`src/rtl/tmssl_pkg.sv`:
```
// Package for the thrust mode select / slew limiter block.
// Holds field widths, mode and register codes, and the item structs.
// No dependencies.
package tmssl_pkg;

    localparam int unsigned MODE_W  = 3;
    localparam int unsigned Q88_W   = 16;
    localparam int unsigned STEP_W  = 15;
    localparam int unsigned TIME_W  = 32;
    localparam int unsigned TOUT_W  = 16;
    localparam int unsigned CIDX_W  = 3;
    localparam int unsigned CDATA_W = 16;
    localparam int unsigned N_AXES  = 3;

    // Mode codes; values 4 to 7 mean hold
    localparam logic [MODE_W-1:0] MODE_MANUAL = 3'd0;
    localparam logic [MODE_W-1:0] MODE_AUTO   = 3'd1;
    localparam logic [MODE_W-1:0] MODE_ASCENT = 3'd2;
    localparam logic [MODE_W-1:0] MODE_HALT   = 3'd3;

    // Item kinds
    localparam logic REQ_CMD    = 1'b0;
    localparam logic REQ_TETHER = 1'b1;

    // Configuration register indexes
    localparam logic [CIDX_W-1:0] CFG_MAX_STEP   = 3'd0;
    localparam logic [CIDX_W-1:0] CFG_MIN_THRUST = 3'd1;
    localparam logic [CIDX_W-1:0] CFG_MAX_THRUST = 3'd2;
    localparam logic [CIDX_W-1:0] CFG_HB_TIMEOUT = 3'd3;
    localparam logic [CIDX_W-1:0] CFG_HEADING_X  = 3'd4;
    localparam logic [CIDX_W-1:0] CFG_HEADING_Y  = 3'd5;
    localparam logic [CIDX_W-1:0] CFG_HEADING_Z  = 3'd6;

    // Reset values of the configuration registers
    localparam logic [STEP_W-1:0]       RST_MAX_STEP   = 15'd256;
    localparam logic signed [Q88_W-1:0] RST_MIN_THRUST = 16'sh8000;
    localparam logic signed [Q88_W-1:0] RST_MAX_THRUST = 16'sh7FFF;
    localparam logic [TOUT_W-1:0]       RST_HB_TIMEOUT = 16'd500;

    typedef struct packed {
        logic                     req_type;
        logic [MODE_W-1:0]        mode_req;
        logic signed [Q88_W-1:0]  total_power;
        logic                     pilot_override;
        logic                     tether_critical;
        logic [TIME_W-1:0]        now_ms;
    } t_cmd;

    typedef struct packed {
        logic [MODE_W-1:0]        mode_now;
        logic signed [Q88_W-1:0]  thrust_x;
        logic signed [Q88_W-1:0]  thrust_y;
        logic signed [Q88_W-1:0]  thrust_z;
        logic                     heartbeat_lost;
    } t_res;

endpackage

```
`src/rtl/tmssl_cmd_if.sv`:
```
// Valid/ready channel carrying one command or tether item.
// Depends on tmssl_pkg.
interface tmssl_cmd_if;
    import tmssl_pkg::*;

    logic valid;
    logic ready;
    t_cmd data;

    modport source (output valid, output data, input ready);
    modport sink   (input valid, input data, output ready);
endinterface

```
`src/rtl/tmssl_res_if.sv`:
```
// Valid/ready channel carrying one result item (mode and thrust).
// Depends on tmssl_pkg.
interface tmssl_res_if;
    import tmssl_pkg::*;

    logic valid;
    logic ready;
    t_res data;

    modport source (output valid, output data, input ready);
    modport sink   (input valid, input data, output ready);
endinterface

```
`src/rtl/thrust_mode_select_slew_limiter_unit.sv`:
```
// An input transfer is held in the input register, computed, then held in the result register for o_res.
// Throughput: one item per cycle while the result register frees; input reg, one compute stage, result reg.
// The per-axis Q8.8 multiply, slew and clamp sit in the single compute stage.
// Reset (i_rst_n low, synchronous): pipeline empty, mode manual, heartbeat
// never seen, ramped and held axes zero, config registers at defaults.
// Depends on tmssl_pkg, tmssl_cmd_if, tmssl_res_if.
module thrust_mode_select_slew_limiter_unit (
    input  logic                          i_clk,
    input  logic                          i_rst_n,
    input  logic                          i_cfg_we,
    input  logic [tmssl_pkg::CIDX_W-1:0]  i_cfg_idx,
    input  logic [tmssl_pkg::CDATA_W-1:0] i_cfg_wdata,
    tmssl_cmd_if.sink                     i_cmd,
    tmssl_res_if.source                   o_res
);
    import tmssl_pkg::*;

    // Configuration registers
    logic [STEP_W-1:0]       r_max_step;
    logic signed [Q88_W-1:0] r_min_thrust;
    logic signed [Q88_W-1:0] r_max_thrust;
    logic [TOUT_W-1:0]       r_hb_timeout;
    logic signed [Q88_W-1:0] r_heading [N_AXES];

    // Block state
    logic [MODE_W-1:0]       r_mode;
    logic [TIME_W-1:0]       r_last_hb;
    logic signed [Q88_W-1:0] r_ramped [N_AXES];
    logic signed [Q88_W-1:0] r_held   [N_AXES];

    // Pipeline registers
    logic r_s1_valid;
    t_cmd r_s1;
    logic r_out_valid;
    t_res r_out;

    // Compute stage signals
    logic                    out_adv;
    logic                    s1_fire;
    logic [MODE_W-1:0]       n_mode;
    logic [TIME_W-1:0]       n_last_hb;
    logic [TIME_W-1:0]       hb_age;
    logic                    hb_lost;
    logic signed [Q88_W-1:0] target   [N_AXES];
    logic signed [Q88_W-1:0] n_ramped [N_AXES];
    logic signed [Q88_W-1:0] n_held   [N_AXES];
    t_res                    n_out;

    // Q8.8 product, floor shift by 8, saturate to 16 bits
    function automatic logic signed [Q88_W-1:0] q88_mul(
        input logic signed [Q88_W-1:0] a,
        input logic signed [Q88_W-1:0] b
    );
        logic signed [2*Q88_W-1:0] p;
        logic signed [Q88_W-1:0]   res;
        p = a * b;
        if (!p[2*Q88_W-1] && (|p[2*Q88_W-2:Q88_W+7])) begin
            res = 16'sh7FFF;
        end else if (p[2*Q88_W-1] && !(&p[2*Q88_W-2:Q88_W+7])) begin
            res = 16'sh8000;
        end else begin
            res = p[Q88_W+7:8];
        end
        return res;
    endfunction

    // Move past toward target by at most step
    function automatic logic signed [Q88_W-1:0] slew(
        input logic signed [Q88_W-1:0] past,
        input logic signed [Q88_W-1:0] tgt,
        input logic [STEP_W-1:0]       step
    );
        logic signed [Q88_W:0] d;
        logic signed [Q88_W:0] s;
        logic signed [Q88_W:0] up;
        logic signed [Q88_W:0] dn;
        logic signed [Q88_W-1:0] res;
        d  = {tgt[Q88_W-1], tgt} - {past[Q88_W-1], past};
        s  = {2'b00, step};
        up = {past[Q88_W-1], past} + s;
        dn = {past[Q88_W-1], past} - s;
        if (d > s) begin
            res = up[Q88_W-1:0];
        end else if (d < -s) begin
            res = dn[Q88_W-1:0];
        end else begin
            res = tgt;
        end
        return res;
    endfunction

    // Handshake: result register frees when empty or taken
    assign out_adv     = !r_out_valid || o_res.ready;
    assign s1_fire     = r_s1_valid && out_adv;
    assign i_cmd.ready = !r_s1_valid || out_adv;
    assign o_res.valid = r_out_valid;
    assign o_res.data  = r_out;

    // Heartbeat refresh and timeout check
    always_comb begin
        n_last_hb = r_last_hb;
        if (r_s1.mode_req == MODE_MANUAL && r_s1.pilot_override) begin
            n_last_hb = r_s1.now_ms;
        end
        hb_age  = r_s1.now_ms - n_last_hb;
        hb_lost = (n_last_hb != '0) && (hb_age > {{(TIME_W-TOUT_W){1'b0}}, r_hb_timeout});
    end

    // Mode, target selection, slew and clamp for one item
    always_comb begin
        n_mode = r_mode;
        for (int i = 0; i < N_AXES; i++) begin
            target[i]   = r_held[i];
            n_ramped[i] = r_ramped[i];
            n_held[i]   = r_held[i];
        end
        n_out.heartbeat_lost = 1'b0;

        if (r_s1.req_type == REQ_TETHER) begin
            if (r_s1.tether_critical) begin
                n_mode = MODE_HALT;
            end
        end else begin
            n_mode = hb_lost ? MODE_HALT : r_s1.mode_req;
            n_out.heartbeat_lost = hb_lost;
            if (n_mode == MODE_MANUAL && r_s1.pilot_override) begin
                for (int i = 0; i < N_AXES; i++) begin
                    target[i] = q88_mul(r_heading[i], r_s1.total_power);
                end
            end else if (n_mode == MODE_AUTO) begin
                target[0] = '0;
                target[1] = '0;
                target[2] = r_s1.total_power;
            end else if (n_mode == MODE_ASCENT) begin
                target[0] = '0;
                target[1] = '0;
                target[2] = r_max_thrust;
            end else if (n_mode == MODE_HALT) begin
                target[0] = '0;
                target[1] = '0;
                target[2] = '0;
            end
            for (int i = 0; i < N_AXES; i++) begin
                n_ramped[i] = slew(r_ramped[i], target[i], r_max_step);
                if (n_ramped[i] < r_min_thrust) begin
                    n_held[i] = r_min_thrust;
                end else if (n_ramped[i] > r_max_thrust) begin
                    n_held[i] = r_max_thrust;
                end else begin
                    n_held[i] = n_ramped[i];
                end
            end
        end

        n_out.mode_now = n_mode;
        n_out.thrust_x = n_held[0];
        n_out.thrust_y = n_held[1];
        n_out.thrust_z = n_held[2];
    end

    // Configuration writes; unknown indexes are ignored
    always_ff @(posedge i_clk) begin
        if (!i_rst_n) begin
            r_max_step   <= RST_MAX_STEP;
            r_min_thrust <= RST_MIN_THRUST;
            r_max_thrust <= RST_MAX_THRUST;
            r_hb_timeout <= RST_HB_TIMEOUT;
            for (int i = 0; i < N_AXES; i++) begin
                r_heading[i] <= '0;
            end
        end else if (i_cfg_we) begin
            case (i_cfg_idx)
                CFG_MAX_STEP:   r_max_step   <= i_cfg_wdata[STEP_W-1:0];
                CFG_MIN_THRUST: r_min_thrust <= i_cfg_wdata;
                CFG_MAX_THRUST: r_max_thrust <= i_cfg_wdata;
                CFG_HB_TIMEOUT: r_hb_timeout <= i_cfg_wdata;
                CFG_HEADING_X:  r_heading[0] <= i_cfg_wdata;
                CFG_HEADING_Y:  r_heading[1] <= i_cfg_wdata;
                CFG_HEADING_Z:  r_heading[2] <= i_cfg_wdata;
                default: ;
            endcase
        end
    end

    // Block state updates once per processed item
    always_ff @(posedge i_clk) begin
        if (!i_rst_n) begin
            r_mode    <= MODE_MANUAL;
            r_last_hb <= '0;
            for (int i = 0; i < N_AXES; i++) begin
                r_ramped[i] <= '0;
                r_held[i]   <= '0;
            end
        end else if (s1_fire) begin
            r_mode <= n_mode;
            if (r_s1.req_type == REQ_CMD) begin
                r_last_hb <= n_last_hb;
            end
            for (int i = 0; i < N_AXES; i++) begin
                r_ramped[i] <= n_ramped[i];
                r_held[i]   <= n_held[i];
            end
        end
    end

    // Input and result register valid flags
    always_ff @(posedge i_clk) begin
        if (!i_rst_n) begin
            r_s1_valid  <= 1'b0;
            r_out_valid <= 1'b0;
        end else begin
            if (i_cmd.ready) begin
                r_s1_valid <= i_cmd.valid;
            end
            if (out_adv) begin
                r_out_valid <= r_s1_valid;
            end
        end
    end

    // Payload registers
    always_ff @(posedge i_clk) begin
        if (i_cmd.valid && i_cmd.ready) begin
            r_s1 <= i_cmd.data;
        end
        if (s1_fire) begin
            r_out <= n_out;
        end
    end

endmodule

```
`src/flat_wrapper.sv`:
```
// flat-port wrapper written by rule: the top's interface ports become plain ports
module thrust_mode_select_slew_limiter_unit_flat import tmssl_pkg::*;
  (i_clk, i_rst_n, i_cfg_we, i_cfg_idx, i_cfg_wdata, i_cmd_valid, i_cmd_data, i_cmd_ready, o_res_valid, o_res_data, o_res_ready);
  tmssl_cmd_if i_cmd_i ();
  tmssl_res_if o_res_i ();
  input  logic i_clk;
  input  logic i_rst_n;
  input  logic i_cfg_we;
  input  logic [tmssl_pkg::CIDX_W-1:0] i_cfg_idx;
  input  logic [tmssl_pkg::CDATA_W-1:0] i_cfg_wdata;
  input wire logic [$bits(i_cmd_i.valid)-1:0] i_cmd_valid;
  input wire logic [$bits(i_cmd_i.data)-1:0] i_cmd_data;
  output wire logic [$bits(i_cmd_i.ready)-1:0] i_cmd_ready;
  output wire logic [$bits(o_res_i.valid)-1:0] o_res_valid;
  output wire logic [$bits(o_res_i.data)-1:0] o_res_data;
  input wire logic [$bits(o_res_i.ready)-1:0] o_res_ready;
  assign i_cmd_i.valid = i_cmd_valid;
  assign i_cmd_i.data = i_cmd_data;
  assign i_cmd_ready = i_cmd_i.ready;
  assign o_res_valid = o_res_i.valid;
  assign o_res_data = o_res_i.data;
  assign o_res_i.ready = o_res_ready;
  thrust_mode_select_slew_limiter_unit u_core (.i_clk(i_clk), .i_rst_n(i_rst_n), .i_cfg_we(i_cfg_we), .i_cfg_idx(i_cfg_idx), .i_cfg_wdata(i_cfg_wdata), .i_cmd(i_cmd_i), .o_res(o_res_i));
endmodule
```
`config.mk`:
```
export PLATFORM = sky130hd
export DESIGN_NAME = thrust_mode_select_slew_limiter_unit_flat
export DESIGN_NICKNAME = d
export VERILOG_FILES = /design/src/rtl/tmssl_pkg.sv /design/src/rtl/tmssl_cmd_if.sv /design/src/rtl/tmssl_res_if.sv /design/src/rtl/thrust_mode_select_slew_limiter_unit.sv /design/src/flat_wrapper.sv
export SDC_FILE = /design/constraint.sdc
export NUM_CORES = 2
export LEC_CHECK = 0
export BUFFER_PORTS_ARGS = -buffer_cell sky130_fd_sc_hd__buf_2
export CORE_AREA = 4 4 319 321
export DETAILED_ROUTE_END_ITERATION = 16
export DIE_AREA = 0 0 323 325
export GPL_TIMING_DRIVEN = 1
export PLACE_DENSITY = 0.81
export SLEW_MARGIN = 20
export SYNTH_ARGS = -nofsm -noshare
export SYNTH_HDL_FRONTEND = slang
export SYNTH_SLANG_ARGS = --single-unit
```
`constraint.sdc`:
```
create_clock -name i_clk -period 16.3 [get_ports i_clk]
set_input_delay 1.63 -clock i_clk [delete_from_list [all_inputs] [get_ports i_clk]]
set_output_delay 1.63 -clock i_clk [all_outputs]
set_load 0.005 [all_outputs]
```
==> results.md <==
- Seq/Total Area, Yosys: 16.12%
- Largest net degree at the start of global routing: 72
- Final setup vio count: 0
- Post-route ant nets: 0
- CTS Hold Bufs: 0
- Vias in the first global route: 52,380
- Number of DRC markers in iteration 0: 4,877
- Mapped Cells: 6,704
- Relative slew slack: 28.21%
- Area growth syn-to-layout: 7.376%
- Commonest cells after routing, fill and taps aside: 1,056 x inv_1, 792 x fa_1, 758 x nand2_1, 609 x ha_1, 428 x and2_1
- Height of the die: 325 um
- Die ar.: 0.1050 mm^2
- Worst Skew: 0.07149 ns
- Final GP Congestion: 1.047
- Clock latency at the later pin of the worst-skew pair: 0.67 ns
- Delay-heaviest family, CP: compound AO/OA/AOI/OAI gates
- Max H-tree Level: 2
- WP data arrival: 16.06 ns
- Worst-Margin Slew: 1.077 ns
- Global-route wire length before repair: 314,100 um
- Fin crit period: 15.69 ns
- Deepest clock path buffer count: 3
- Hold crit path type: reg -> reg
- Layout Nets: 8,275
- Ys async rst share: 0%
- Status: finished, final reports clean
- Setup CP Type: reg -> reg
- RSZ-0062 raised after global routing: no
- Grt total ovfl: 0
- Most used cell, CP: fa_1
- Ports: 132
- GRT Util Overall: 39.46%
- DR WL/cell: 25.44 um
- Tcrit/Tclk final: 96.27%
- Slowest cell on crit path: fa_2
- Peak per-stage delay on the critical path: 0.69 ns
- YS warnings: 0
- Fin worst setup slack: 0.6084 ns
- Clock-pin slew on the worst setup and hold paths: 0.06 ns
- Root buffer cell: clkbuf_16
- Final core utilization: 63.82%
- Vias: 51,520
- Flops & latches, synth: 350
- Max Cap Violations: 0
- DRT Pass-1 Iters: 9
- Critical path startpoint category: flop
- CTS tree: built
- Clock sink total: 350
- Element type at the critical path end: flop
- Crit-path max FO: 13
- Site Rows: 116
- Via density: 6.333
- Max-slew violations: 0
- Final wirelength: 207,000 um
- F_max: 63.73 MHz
- Number of remaining DRC errors: 0
- DP HPWL: 165,300 um
- Fraction of layout cells with a size suffix above 1: 7.583%
- CTS buffer count: 44
- Initial core utilization: 59.43%
- Final hold viol count: 0
- Top_reg_cell synth: edfxtp_1
- Port bufs: 131
- Post-synth EDFFs: 250
- Number of fillers in the final layout: 8,272
- Die X: 323 um
- Post-Syn Area: 0.05900 mm^2
- Syn_area_per_cell: 8.801 um^2
- Initial antenna violation count: 11
- Commonest non-fill, non-tap cell in the layout: inv_1
- Worst Path Required: 16.67 ns
- Synth cell types: 97
- Pre-CTS WS: -0.7206 ns
- Synthesized Nets: 8,184
- Worst Hold Slack: 0.4534 ns
- Core area: 0.09928 mm^2
- Crit path buf inv count: 5
[synthesized netlist by cell type, drive strengths merged (34+ instances only)]
cell,instances,area (um^2)
inv,1060,3979
fa,793,15880
nand2,762,2863
ha,609,7620
and2,431,2696
a21oi,355,1788
nor2,346,1299
clkbuf,262,983.4
edfxtp,250,7507
o21ai,229,1150
xnor2,120,1051
a21o,105,788.3
dfxtp,100,2002
nand3,98,495.5
nor3,90,450.4
nand2b,85,531.8
nand4,68,431.7
o21a,65,488.0
a211oi,60,460.4
o211ai,59,442.9
nor2b,55,344.1
a31oi,47,300.3
mux2i,42,420.4
o21bai,36,270.3
or2,35,219.0
xor2,34,297.8
[registers in the layout, indices dropped and copies added, names as in the netlist, 3 cells and up]
name / cells
u_core.r_min_thrust: 16
u_core.r_hb_timeout: 16
u_core.r_mode: 3
u_core.r_max_step: 15
u_core.o_res.data: 52
u_core.r_ramped: 48
u_core.r_heading: 48
u_core.r_held: 48
u_core.r_max_thrust: 16
u_core.r_s1: 54
u_core.r_last_hb: 32
[per-layer routing]
layer  track usage [%]  share of wire, %
met1             49.66                37
met2             61.08                44
met3             10.23                11
met4             24.07               7.6
met5                 0             0.038
[path summary, 6_finish.rpt]
check	from	to	slack (ns)	depth (start not counted)
hold reg to reg	u_core.r_last_hb[27]$_SDFFE_PN0P_	u_core.r_last_hb[27]$_SDFFE_PN0P_	0.45	2
setup / recovery	u_core.r_heading[0][15]$_DFFE_PP_	u_core.r_held[0][4]$_SDFFCE_PN0P_	0.61	55
setup reg to reg	u_core.r_heading[0][15]$_DFFE_PP_	u_core.r_held[0][4]$_SDFFCE_PN0P_	0.61	55
hold / removal	u_core.r_last_hb[27]$_SDFFE_PN0P_	u_core.r_last_hb[27]$_SDFFE_PN0P_	0.45	2
[cells by family after synthesis]
family,count (synthesis),share of synthesized area (%)
DFF,350,16.12
adders and majority gates,1402,39.82
buffers and inverters,1341,8.576
muxes,53,0.9225
and+or+nand+nor,2081,17.13
xor gates and xnor gates,154,2.286
AOI/OAI and AO/OA,1323,15.15
[what timing repair did]
action                                  4_1_cts  5_1_grt
endpoints found under the setup margin       31       51
pin swaps                                     0        1
buffers inserted                              0       17
gates resized for setup                       5       22
[final cells by class]
class	count	area (um^2)	share of cell area, %
Clock buffer	60	1262	1.993
Inverter	1061	3990	6.298
Clock inverter	22	221.5	0.3496
Sequential cell	350	9509	15.01
Tap cell	1298	1624	2.563
Timing Repair Buffer	325	2162	3.413
Multi-Input combinational cell	5013	44570	70.35
Antenna cell	7	17.52	0.02765
[stage by stage]
step / TNS [ns] / cells / area (um^2)
3_3_place_gp: -12.58 / 8030 / 61630
2_1_floorplan: 0 / 6704 / 59000
5_1_grt: 0 / 8129 / 63340
6_report: 0 / 8136 / 63350
4_1_cts: 0 / 8112 / 63140
3_5_place_dp: -7.304 / 8030 / 61640
[tightest hold or removal path: cells and delay by family, from the launching register on]
kind / cells / cell delay, ns
compound gates: 1 / 0.05
simple gates: 1 / 0.04
flops: 1 / 0.32
Power is left out: the tool's default activity adds up to more than one toggle a clock period on the data nets, which glitch-free logic cannot reach.
